File: src/rtl/pec_pkg.sv
// ----------------------------------------------------------------------------
// pec_pkg
// Shared types, constants and register codes of the power easing curve block.
// ----------------------------------------------------------------------------
package pec_pkg;

  localparam int DEF_TIME_BITS  = 16;
  localparam int DEF_VALUE_BITS = 24;

  // normalised time and shape factor are unsigned q0.16, one extra bit holds 1.0
  localparam int FRAC_BITS = 16;
  localparam int Q_W       = FRAC_BITS + 1;

  typedef logic [Q_W-1:0] q_t;

  localparam q_t ONE_Q = {1'b1, {FRAC_BITS{1'b0}}};
  localparam logic [Q_W:0] TWO_Q = {ONE_Q, 1'b0};

  localparam int CFG_IDX_BITS = 3;
  localparam int POW_BITS     = 3;

  localparam logic [POW_BITS-1:0] POW_MIN = 3'd2;
  localparam logic [POW_BITS-1:0] POW_MAX = 3'd5;

  // one multiply stage per product of the highest power
  localparam int MUL_STAGES = int'(POW_MAX) - 1;

  // pipeline depths: one setup stage plus one quotient bit per stage
  localparam int DIV_STAGES = FRAC_BITS + 1;
  // operand select, products, shape factor, scale, offset
  localparam int SHP_STAGES = MUL_STAGES + 4;

  typedef enum logic [CFG_IDX_BITS-1:0] {
    REG_START    = 3'd0,
    REG_CHANGE   = 3'd1,
    REG_DURATION = 3'd2,
    REG_POWER    = 3'd3,
    REG_MODE     = 3'd4
  } cfg_reg_t;

  typedef enum logic [1:0] {
    EASE_IN    = 2'd0,
    EASE_OUT   = 2'd1,
    EASE_INOUT = 2'd2
  } ease_mode_t;

endpackage

File: src/rtl/pec_if.sv
// ----------------------------------------------------------------------------
// pec_if
// Valid/ready channels of the power easing curve block: time in, value out,
// register writes.
// ----------------------------------------------------------------------------
interface pec_in_if import pec_pkg::*; #(
  parameter int TIME_BITS = DEF_TIME_BITS
) ();
  logic                 valid;
  logic                 ready;
  logic [TIME_BITS-1:0] elapsed_time;

  modport source (output valid, output elapsed_time, input ready);
  modport sink   (input valid, input elapsed_time, output ready);
endinterface

interface pec_out_if import pec_pkg::*; #(
  parameter int VALUE_BITS = DEF_VALUE_BITS
) ();
  logic                         valid;
  logic                         ready;
  logic signed [VALUE_BITS:0]   eased_value;
  logic                         at_end;

  modport source (output valid, output eased_value, output at_end, input ready);
  modport sink   (input valid, input eased_value, input at_end, output ready);
endinterface

interface pec_cfg_if import pec_pkg::*; #(
  parameter int DATA_BITS = DEF_VALUE_BITS
) ();
  logic                    valid;
  logic                    ready;
  logic [CFG_IDX_BITS-1:0] index;
  logic [DATA_BITS-1:0]    data;

  modport source (output valid, output index, output data, input ready);
  modport sink   (input valid, input index, input data, output ready);
endinterface

File: src/rtl/pec_div.sv
// ----------------------------------------------------------------------------
// pec_div
// Pipelined restoring divider: clamps the time to the duration and forms
// u = t * 2^16 / d in q0.16, one quotient bit per stage.
// ----------------------------------------------------------------------------
module pec_div import pec_pkg::*; #(
  parameter int TIME_BITS = DEF_TIME_BITS
) (
  input  logic                  clk,
  input  logic [DIV_STAGES-1:0] en,
  input  logic [TIME_BITS-1:0]  t_in,
  input  logic [TIME_BITS-1:0]  dur,
  output q_t                    u,
  output logic                  at_end
);

  localparam int LAST = DIV_STAGES - 1;

  logic [TIME_BITS-1:0] rem_r [DIV_STAGES];
  logic [FRAC_BITS-1:0] q_r   [DIV_STAGES];
  logic                 end_r [DIV_STAGES];

  logic                 end_nxt;

  assign end_nxt = (t_in >= dur);

  // setup stage: a clamped time gives exactly 1.0, so the division runs on zero
  always_ff @(posedge clk) begin
    if (en[0]) begin
      end_r[0] <= end_nxt;
      rem_r[0] <= end_nxt ? '0 : t_in;
      q_r[0]   <= '0;
    end
  end

  for (genvar k = 1; k < DIV_STAGES; k++) begin : g_bit
    logic [TIME_BITS:0] dbl;
    logic [TIME_BITS:0] diff;
    logic               ge;

    assign dbl  = {rem_r[k-1], 1'b0};
    assign ge   = (dbl >= {1'b0, dur});
    assign diff = dbl - {1'b0, dur};

    // remainder stays below the duration, so it fits the time width
    always_ff @(posedge clk) begin
      if (en[k]) begin
        rem_r[k] <= ge ? diff[TIME_BITS-1:0] : dbl[TIME_BITS-1:0];
        q_r[k]   <= {q_r[k-1][FRAC_BITS-2:0], ge};
        end_r[k] <= end_r[k-1];
      end
    end
  end

  assign u      = end_r[LAST] ? ONE_Q : {1'b0, q_r[LAST]};
  assign at_end = end_r[LAST];

endmodule

File: src/rtl/pec_shape.sv
// ----------------------------------------------------------------------------
// pec_shape
// Shape factor and scaling: picks the power base for the easing mode, raises
// it by repeated truncating products, folds it into the shape factor and
// scales it onto start and change.
// ----------------------------------------------------------------------------
module pec_shape import pec_pkg::*; #(
  parameter int VALUE_BITS = DEF_VALUE_BITS
) (
  input  logic                         clk,
  input  logic [SHP_STAGES-1:0]        en,
  input  q_t                           u,
  input  logic                         end_in,
  input  logic [POW_BITS-1:0]          power,
  input  ease_mode_t                   mode,
  input  logic signed [VALUE_BITS-1:0] start,
  input  logic signed [VALUE_BITS-1:0] change,
  output logic signed [VALUE_BITS:0]   eased_value,
  output logic                         at_end
);

  localparam int S_F   = MUL_STAGES + 1;
  localparam int S_MUL = MUL_STAGES + 2;
  localparam int S_OUT = MUL_STAGES + 3;
  localparam int PW    = VALUE_BITS + Q_W + 1;

  q_t   acc_r [MUL_STAGES+1];
  q_t   x_r   [MUL_STAGES];
  logic hi_r  [MUL_STAGES+1];
  logic end_r [SHP_STAGES];

  q_t                          f_r;
  q_t                          f_nxt;
  q_t                          x_nxt;
  logic                        hi_nxt;
  logic [Q_W:0]                s2;
  logic signed [PW-1:0]        prod_r;
  logic signed [PW-1:0]        prod_nxt;
  logic signed [VALUE_BITS+1:0] sum_nxt;
  logic signed [VALUE_BITS:0]  eased_r;

  // base of the power; in-out runs on twice the time and mirrors the upper half
  assign s2 = {u, 1'b0};

  always_comb begin
    x_nxt  = u;
    hi_nxt = 1'b0;
    unique case (mode)
      EASE_IN:  x_nxt = u;
      EASE_OUT: x_nxt = ONE_Q - u;
      EASE_INOUT: begin
        if (s2 < {1'b0, ONE_Q}) begin
          x_nxt = s2[Q_W-1:0];
        end else begin
          x_nxt  = Q_W'(TWO_Q - s2);
          hi_nxt = 1'b1;
        end
      end
      default: x_nxt = u;
    endcase
  end

  always_ff @(posedge clk) begin
    if (en[0]) begin
      x_r[0]   <= x_nxt;
      acc_r[0] <= x_nxt;
      hi_r[0]  <= hi_nxt;
      end_r[0] <= end_in;
    end
  end

  // product k is taken only while k is below the power, else the value rides along
  for (genvar k = 1; k <= MUL_STAGES; k++) begin : g_mul
    logic [2*Q_W-1:0] prod;

    assign prod = acc_r[k-1] * x_r[k-1];

    always_ff @(posedge clk) begin
      if (en[k]) begin
        acc_r[k] <= (power > POW_BITS'(k)) ? prod[FRAC_BITS +: Q_W] : acc_r[k-1];
        hi_r[k]  <= hi_r[k-1];
        end_r[k] <= end_r[k-1];
      end
    end

    if (k < MUL_STAGES) begin : g_x
      always_ff @(posedge clk) begin
        if (en[k]) begin
          x_r[k] <= x_r[k-1];
        end
      end
    end
  end

  always_comb begin
    f_nxt = acc_r[MUL_STAGES];
    unique case (mode)
      EASE_IN:  f_nxt = acc_r[MUL_STAGES];
      EASE_OUT: f_nxt = ONE_Q - acc_r[MUL_STAGES];
      EASE_INOUT: begin
        if (hi_r[MUL_STAGES]) begin
          f_nxt = ONE_Q - (acc_r[MUL_STAGES] >> 1);
        end else begin
          f_nxt = acc_r[MUL_STAGES] >> 1;
        end
      end
      default: f_nxt = acc_r[MUL_STAGES];
    endcase
  end

  always_ff @(posedge clk) begin
    if (en[S_F]) begin
      f_r        <= f_nxt;
      end_r[S_F] <= end_r[S_F-1];
    end
  end

  assign prod_nxt = change * $signed({1'b0, f_r});

  always_ff @(posedge clk) begin
    if (en[S_MUL]) begin
      prod_r       <= prod_nxt;
      end_r[S_MUL] <= end_r[S_MUL-1];
    end
  end

  // arithmetic shift floors the scaled change
  assign sum_nxt = $signed(prod_r[PW-1:FRAC_BITS]) + start;

  always_ff @(posedge clk) begin
    if (en[S_OUT]) begin
      eased_r      <= sum_nxt[VALUE_BITS:0];
      end_r[S_OUT] <= end_r[S_OUT-1];
    end
  end

  assign eased_value = eased_r;
  assign at_end      = end_r[S_OUT];

endmodule

File: src/rtl/power_easing_curve_top.sv
// ----------------------------------------------------------------------------
// power_easing_curve_top
// Polynomial easing (quadratic to quintic, in / out / in-out) over a clamped,
// normalised time, scaled onto a start value and a change amount.
//
//   channel  dir  transfer carries
//   in_ch    in   elapsed_time
//   out_ch   out  eased_value, at_end
//   cfg_ch   in   index, data (register write, always ready)
//
// One item per cycle while the result is taken; the pipeline depth is set by
// the one-bit-per-stage divider and the four product stages of the power.
// Reset clears the stage valid bits and loads the register defaults.
// A stalled result holds the output stage; earlier stages keep moving into
// empty slots, so input is taken until every stage holds an item.
// ----------------------------------------------------------------------------
module power_easing_curve_top import pec_pkg::*; #(
  parameter int TIME_BITS  = DEF_TIME_BITS,
  parameter int VALUE_BITS = DEF_VALUE_BITS
) (
  input  logic          clk,
  input  logic          rst_n,
  pec_in_if.sink        in_ch,
  pec_out_if.source     out_ch,
  pec_cfg_if.sink       cfg_ch
);

  localparam int NS = DIV_STAGES + SHP_STAGES;

  logic [NS-1:0] v_r;
  logic [NS-1:0] v_nxt;
  logic [NS-1:0] en;

  logic signed [VALUE_BITS-1:0] start_r;
  logic signed [VALUE_BITS-1:0] start_nxt;
  logic signed [VALUE_BITS-1:0] change_r;
  logic signed [VALUE_BITS-1:0] change_nxt;
  logic [TIME_BITS-1:0]         dur_r;
  logic [TIME_BITS-1:0]         dur_nxt;
  logic [POW_BITS-1:0]          pwr_r;
  logic [POW_BITS-1:0]          pwr_nxt;
  logic [POW_BITS-1:0]          pwr_wr;
  ease_mode_t                   mode_r;
  ease_mode_t                   mode_nxt;

  q_t   u;
  logic div_end;

  // register writes, normalised as they land
  assign cfg_ch.ready = 1'b1;
  assign pwr_wr       = cfg_ch.data[POW_BITS-1:0];

  always_comb begin
    start_nxt  = start_r;
    change_nxt = change_r;
    dur_nxt    = dur_r;
    pwr_nxt    = pwr_r;
    mode_nxt   = mode_r;
    if (cfg_ch.valid) begin
      unique case (cfg_reg_t'(cfg_ch.index))
        REG_START:  start_nxt  = cfg_ch.data[VALUE_BITS-1:0];
        REG_CHANGE: change_nxt = cfg_ch.data[VALUE_BITS-1:0];
        REG_DURATION: begin
          dur_nxt = (cfg_ch.data[TIME_BITS-1:0] == '0) ? TIME_BITS'(1)
                                                       : cfg_ch.data[TIME_BITS-1:0];
        end
        REG_POWER: begin
          priority if (pwr_wr < POW_MIN) pwr_nxt = POW_MIN;
          else if (pwr_wr > POW_MAX)     pwr_nxt = POW_MAX;
          else                           pwr_nxt = pwr_wr;
        end
        REG_MODE: begin
          mode_nxt = (cfg_ch.data[1:0] > EASE_INOUT) ? EASE_INOUT
                                                     : ease_mode_t'(cfg_ch.data[1:0]);
        end
        default: ;
      endcase
    end
  end

  always_ff @(posedge clk) begin
    if (!rst_n) begin
      start_r  <= '0;
      change_r <= '0;
      dur_r    <= TIME_BITS'(1);
      pwr_r    <= POW_MIN;
      mode_r   <= EASE_IN;
    end else begin
      start_r  <= start_nxt;
      change_r <= change_nxt;
      dur_r    <= dur_nxt;
      pwr_r    <= pwr_nxt;
      mode_r   <= mode_nxt;
    end
  end

  // a stage moves when it or any stage after it is empty; when it and every
  // stage after it are full, only if the output is being taken
  for (genvar i = 0; i < NS; i++) begin : g_en
    assign en[i] = !(&v_r[NS-1:i]) || out_ch.ready;
  end

  always_comb begin
    v_nxt[0] = en[0] ? in_ch.valid : v_r[0];
    for (int i = 1; i < NS; i++) begin
      v_nxt[i] = en[i] ? v_r[i-1] : v_r[i];
    end
  end

  always_ff @(posedge clk) begin
    if (!rst_n) begin
      v_r <= '0;
    end else begin
      v_r <= v_nxt;
    end
  end

  assign in_ch.ready  = en[0];
  assign out_ch.valid = v_r[NS-1];

  pec_div #(
    .TIME_BITS (TIME_BITS)
  ) u_div (
    .clk    (clk),
    .en     (en[DIV_STAGES-1:0]),
    .t_in   (in_ch.elapsed_time),
    .dur    (dur_r),
    .u      (u),
    .at_end (div_end)
  );

  pec_shape #(
    .VALUE_BITS (VALUE_BITS)
  ) u_shape (
    .clk         (clk),
    .en          (en[NS-1:DIV_STAGES]),
    .u           (u),
    .end_in      (div_end),
    .power       (pwr_r),
    .mode        (mode_r),
    .start       (start_r),
    .change      (change_r),
    .eased_value (out_ch.eased_value),
    .at_end      (out_ch.at_end)
  );

  // an accepted time lands in the first stage
  a_accept_lands: assert property (@(posedge clk) disable iff (!rst_n)
    in_ch.valid && in_ch.ready |=> v_r[0])
    else $error("accepted item missing from first stage");

  // input is refused only with every stage occupied
  a_full_when_blocked: assert property (@(posedge clk) disable iff (!rst_n)
    !in_ch.ready |-> (&v_r))
    else $error("input blocked with an empty stage");

  // stored power and duration stay in their working range
  a_cfg_range: assert property (@(posedge clk) disable iff (!rst_n)
    (pwr_r >= POW_MIN) && (pwr_r <= POW_MAX) && (dur_r != '0))
    else $error("power or duration register out of range");

endmodule

File: src/flat_wrapper.sv
// flat-port wrapper written by rule: the top's interface ports become plain ports
module power_easing_curve_top_flat import pec_pkg::*;
#(
  parameter int TIME_BITS  = DEF_TIME_BITS,
  parameter int VALUE_BITS = DEF_VALUE_BITS
)
  (clk, rst_n, in_ch_valid, in_ch_elapsed_time, in_ch_ready, out_ch_valid, out_ch_eased_value, out_ch_at_end, out_ch_ready, cfg_ch_valid, cfg_ch_index, cfg_ch_data, cfg_ch_ready);
  pec_in_if #(.TIME_BITS(TIME_BITS)) in_ch_i ();
  pec_out_if #(.VALUE_BITS(VALUE_BITS)) out_ch_i ();
  pec_cfg_if #(.DATA_BITS((DEF_VALUE_BITS))) cfg_ch_i ();
  input  logic clk;
  input  logic rst_n;
  input wire logic [$bits(in_ch_i.valid)-1:0] in_ch_valid;
  input wire logic [$bits(in_ch_i.elapsed_time)-1:0] in_ch_elapsed_time;
  output wire logic [$bits(in_ch_i.ready)-1:0] in_ch_ready;
  output wire logic [$bits(out_ch_i.valid)-1:0] out_ch_valid;
  output wire logic [$bits(out_ch_i.eased_value)-1:0] out_ch_eased_value;
  output wire logic [$bits(out_ch_i.at_end)-1:0] out_ch_at_end;
  input wire logic [$bits(out_ch_i.ready)-1:0] out_ch_ready;
  input wire logic [$bits(cfg_ch_i.valid)-1:0] cfg_ch_valid;
  input wire logic [$bits(cfg_ch_i.index)-1:0] cfg_ch_index;
  input wire logic [$bits(cfg_ch_i.data)-1:0] cfg_ch_data;
  output wire logic [$bits(cfg_ch_i.ready)-1:0] cfg_ch_ready;
  assign in_ch_i.valid = in_ch_valid;
  assign in_ch_i.elapsed_time = in_ch_elapsed_time;
  assign in_ch_ready = in_ch_i.ready;
  assign out_ch_valid = out_ch_i.valid;
  assign out_ch_eased_value = out_ch_i.eased_value;
  assign out_ch_at_end = out_ch_i.at_end;
  assign out_ch_i.ready = out_ch_ready;
  assign cfg_ch_i.valid = cfg_ch_valid;
  assign cfg_ch_i.index = cfg_ch_index;
  assign cfg_ch_i.data = cfg_ch_data;
  assign cfg_ch_ready = cfg_ch_i.ready;
  power_easing_curve_top #(.TIME_BITS(TIME_BITS), .VALUE_BITS(VALUE_BITS)) u_core (.clk(clk), .rst_n(rst_n), .in_ch(in_ch_i), .out_ch(out_ch_i), .cfg_ch(cfg_ch_i));
endmodule
File: config.mk
export PLATFORM = sky130hd
export DESIGN_NAME = power_easing_curve_top_flat
export DESIGN_NICKNAME = d
export VERILOG_FILES = /design/src/rtl/pec_pkg.sv /design/src/rtl/pec_if.sv /design/src/rtl/pec_div.sv /design/src/rtl/pec_shape.sv /design/src/rtl/power_easing_curve_top.sv /design/src/flat_wrapper.sv
export SDC_FILE = /design/constraint.sdc
export NUM_CORES = 2
export LEC_CHECK = 0
export BUFFER_PORTS_ARGS = -buffer_cell sky130_fd_sc_hd__buf_4
export CAP_MARGIN = 20
export CORE_MARGIN = 2
export CORE_UTILIZATION = 35
export CTS_BUF_LIST = sky130_fd_sc_hd__clkbuf_4 sky130_fd_sc_hd__clkbuf_8
export DETAILED_ROUTE_END_ITERATION = 6
export GPL_ROUTABILITY_DRIVEN = 0
export PLACE_DENSITY = 0.57
export RECOVER_POWER = 25
export SYNTH_ARGS = -nofsm -noshare
export SYNTH_HDL_FRONTEND = slang
export SYNTH_SLANG_ARGS = --single-unit
export TNS_END_PERCENT = 30
File: constraint.sdc
create_clock -name clk -period 20.8 [get_ports clk]
set_input_delay 2.08 -clock clk [delete_from_list [all_inputs] [get_ports clk]]
set_output_delay 2.08 -clock clk [all_outputs]
set_load 0.005 [all_outputs]
==> results list <==
- Run status: finished with violations
- Failing checks: DRC, capacitance limit, slew limit
- Final Cycle Share: 39.5%
- Dividing the detail-routed via count by the number of cells gives 4.98.
* Maximum level of the CTS H-tree: 3
- Met1 Resource Use GR: 23.2%
- Reported max-cap violation count: 4
* Count of synthesis-stage warnings from yosys: 0
- The worst setup path is of the in -> out kind.
- For this design, the sink count on the clock tree is 719.
* Unrepaired setup endpoints after global routing: no
- Met2 GRT Util: 31.1%
* Synthesized-area fraction occupied by and/or/nand/nor cells: 14.5%
- Number of instances resized during post-cts repair: 0
* 1st-pass router iterations: 7
* Adder-cell share of the synthesized area: 40.6%
- The synthesized netlist devotes 2.87% of its cell area to XOR and XNOR gates.
* Final-layout setup total negative slack: 0 ps
- The total area inside the core boundary comes to 0.248 mm2.
- The worst setup path is captured at an output pin.
- Entering global routing, the biggest net connects 95 pins.
- DRC errors left: 5
- Min Tclk post-route: 8230 ps
* Number of enable-type register cells in the synthesized netlist: 625
- After clock tree synthesis, the clock-pin slew on the worst setup and hold paths is 60 ps.
* Startpoint types: input pin
- Counting every net in the synthesized netlist gives 11,200.
* Combinational family with the most area after synthesis: adder cells
- The initial antenna violation count was 7.
* Layout area overhead: 7.99%
- The die is 503 um tall.
* Source of the critical timing path: out_ch_ready
- Gate Count Post-Synth: 9,040
* Required time of the critical path: 18,720 ps
- After global routing, the most crowded layer is met2.
- The detailed router finished its first iteration with 3,836 violations.
* Number of routed nets with antenna violations: 0
* Die area: 0.253 mm2
* Final net count: 11,100
- Detailed placer's ending HPWL: 164,000 um
* Top cells by area, synth: sky130_fd_sc_hd__fa_1, sky130_fd_sc_hd__edfxtp_1, sky130_fd_sc_hd__ha_1
- Summed over all layers, the global routing overflow is 0.
- Async set or reset register ratio after synthesis: 0%
- Post-synthesis cell type with the largest combined area: sky130_fd_sc_hd__fa_1
- Once the floorplan was initialized, standard cells occupied 35.1% of the core.
* Top-area cell type share of the netlist area: 29.0%
- Syn Std Cell Area: 0.0872 mm2
- Clock latency on the worst-skew pair, taken at its later pin, is 910 ps.
* Distinct cells, synth: 88
* Post-CTS setup buffer count: 0
* Startpoint of the lowest-slack hold path: u_core.u_shape.end_r[1][2]
* Area of the multi-input gates: 0.0590 mm2
- Timing would allow up to 122 MHz.
* Routing usage on met3: 2.73%
* Number of buffers created by CTS: 119
- Following the worst setup path forward leads to its endpoint at in_ch_ready.
* Fraction of synthesized area in multiplexers: 0.780%
* Worst hold path class: reg -> reg
- The startpoint identified for the worst register-to-register timing path is u_core.u_shape.f_r[4].
- Setup violations, final: 0
* Worst Path Arrival: 6150 ps
- Std-Cell Rows: 183
- Share of the yosys chip area belonging to registers: 23.7%
- CTS max path bufs: 3
- The tree is rooted in a sky130_fd_sc_hd__clkbuf_8.
* Worst slew margin relative to its limit: -170%
- Across every metal layer, demand over resource in global routing totals 17.9%.
* Setup skew after layout: 85.9 ps
- Fraction of layout instances using a drive strength above 1: 5.10%
* Via count: 62,000
- The first global-routing pass estimated 361,000 um of wire.
- Main synth FF type: sky130_fd_sc_hd__edfxtp_1
- After detailed routing, the average wire length per cell comes to 18.0 um.
- Clock tree from TritonCTS: done
- Input and output buffers added on the ports amount to 75.
* Worst r2r path cells: 20
- The number of global-route vias before repair was 66,400.
- Post-synthesis register bit count: 719
- Final wirelength: 224,000 um
- From left edge to right edge, the die measures 503 um.
* I/O pin total: 77
- Of all nets on the critical path, the largest fanout is 37.
- Slew Viols, Final: 205
- Number of buffers inserted by hold repair at cts: 0
- The number of endpoints with negative hold slack in the final report came to 0.
* R2R Path End: u_core.u_shape.prod_r[34]
- For flop-to-flop paths, the worst setup slack is 13,020 ps.
* Slew at the pin closest to its max-slew limit: 4050 ps
- Final core area utilization: 38.0%
- Reg area: 0.0207 mm2
- The average instance in the mapped netlist occupies 9.65 um2.
* Filler Cells Inserted: 24,700
* Complex-gate fraction of the synthesized area: 8.93%
## through the flow
step | std cells | setup WS, ps | hold slack (ps) | cell area (um2)
6_report | 12500 | 12570 | 376 | 94200
5_1_grt | 12500 | 12120 | 377 | 94200
4_1_cts | 12400 | 12780 | 377 | 94200
3_5_place_dp | 12200 | 12810 | 405 | 91500
3_3_place_gp | 12200 | 12930 | 401 | 91400
2_1_floorplan | 9040 | 13230 | 400 | 87200
## synthesized netlist by cell type (all sizes together), types with 88 or more instances
library cell	n
a21boi	99
a21o	128
a21oi	304
and2	561
clkbuf	306
dfxtp	94
edfxtp	625
fa	1263
ha	808
inv	1686
nand2	1340
nor2	263
nor2b	91
nor3	109
o21ai	341
xnor2	198
xor2	88
## sequential cells by signal, indices dropped and copies added (netlist names)
name,cells
u_core.u_div.q_r,136
u_core.u_shape.eased_value,25
u_core.u_shape.hi_r,5
u_core.pwr_r,3
u_core.u_div.end_r,17
u_core.u_shape.end_r,8
u_core.u_shape.x_r,68
u_core.start_r,24
u_core.u_shape.f_r,17
u_core.mode_r,2
u_core.u_shape.acc_r,68
u_core.u_shape.prod_r,25
u_core.dur_r,16
u_core.v_r,25
u_core.change_r,24
u_core.u_div.rem_r,256
## cell families after synthesis
| logic type | count (synthesis) |
|---|---|
| buf+inv | 2011 |
| mux | 62 |
| flops | 719 |
| xor+xnor | 286 |
| fa+ha+maj | 2071 |
| simple gates | 2672 |
| compound gates | 1218 |
| other cells | 1 |
## routing by layer
| metal | share of wire [%] | vias up |
|---|---|---|
| met5 | 0 | - |
| met4 | 2.7 | 0 |
| met3 | 5.3 | 349 |
| met2 | 49 | 1494 |
| met1 | 43 | 31400 |
| li1 | - | 28800 |
## how the worst min path moves through the flow
stage | end | slack, ps | cells past startpoint
6_report | u_core.u_shape.end_r[1][3] | 380 | 0
4_1_cts | u_core.u_shape.end_r[1][3] | 380 | 0
5_1_grt | u_core.u_shape.end_r[1][3] | 380 | 0
3_3_place_gp | u_core.u_shape.hi_r[0][2] | 400 | 0
2_1_floorplan | u_core.u_div.end_r[0][10] | 400 | 0
3_5_place_dp | u_core.u_div.q_r[0][209] | 400 | 0
## cell type report
| cell class | count | area share (%) |
|---|---|---|
| inverters | 1688 | 6.73 |
| well taps | 3330 | 4.42 |
| multi-input cells | 6310 | 62.6 |
| clock buffers | 158 | 2.11 |
| repair buffers | 179 | 1.45 |
| diodes | 6 | 0.0159 |
| flip-flops and latches | 719 | 21.9 |
| clock inverters | 69 | 0.708 |
## cell usage in the layout, fill, tap and decap left out, types with 60 or more instances in the layout
master	synthesis	final
sky130_fd_sc_hd__ha_1	808	807
sky130_fd_sc_hd__clkbuf_8	0	128
sky130_fd_sc_hd__nor3_1	107	107
sky130_fd_sc_hd__o21ai_0	336	336
sky130_fd_sc_hd__dfxtp_1	94	93
sky130_fd_sc_hd__fa_1	1263	1263
sky130_fd_sc_hd__edfxtp_1	625	625
sky130_fd_sc_hd__o21a_1	74	74
sky130_fd_sc_hd__a21o_1	128	128
sky130_fd_sc_hd__inv_1	1686	1685
sky130_fd_sc_hd__xnor2_1	198	198
sky130_fd_sc_hd__xor2_1	88	88
sky130_fd_sc_hd__o31ai_1	68	68
sky130_fd_sc_hd__a21oi_1	304	303
sky130_fd_sc_hd__nand3_1	60	60
sky130_fd_sc_hd__and2_1	561	561
sky130_fd_sc_hd__buf_4	3	150
sky130_fd_sc_hd__nor2b_1	91	91
sky130_fd_sc_hd__nor2_1	263	262
sky130_fd_sc_hd__nand2_1	1340	1339
sky130_fd_sc_hd__a21boi_0	97	98
## worst max-delay path, cell delays in order
cell                       delay [ps]
sky130_fd_sc_hd__clkbuf_4         110
sky130_fd_sc_hd__nor2b_1          250
sky130_fd_sc_hd__inv_1            290
sky130_fd_sc_hd__clkbuf_1         540
sky130_fd_sc_hd__nor2_1           330
sky130_fd_sc_hd__and2_1           310
sky130_fd_sc_hd__nand2_2           80
sky130_fd_sc_hd__buf_4            300
sky130_fd_sc_hd__nor3_2           500
sky130_fd_sc_hd__and4_1           350
sky130_fd_sc_hd__and3_1           260
sky130_fd_sc_hd__and3_1           250
sky130_fd_sc_hd__nand2_1           70
sky130_fd_sc_hd__buf_4            210
sky130_fd_sc_hd__buf_4            160
Power is left out: the tool's default activity adds up to more than one toggle a clock period on the data nets, which glitch-free logic cannot reach.
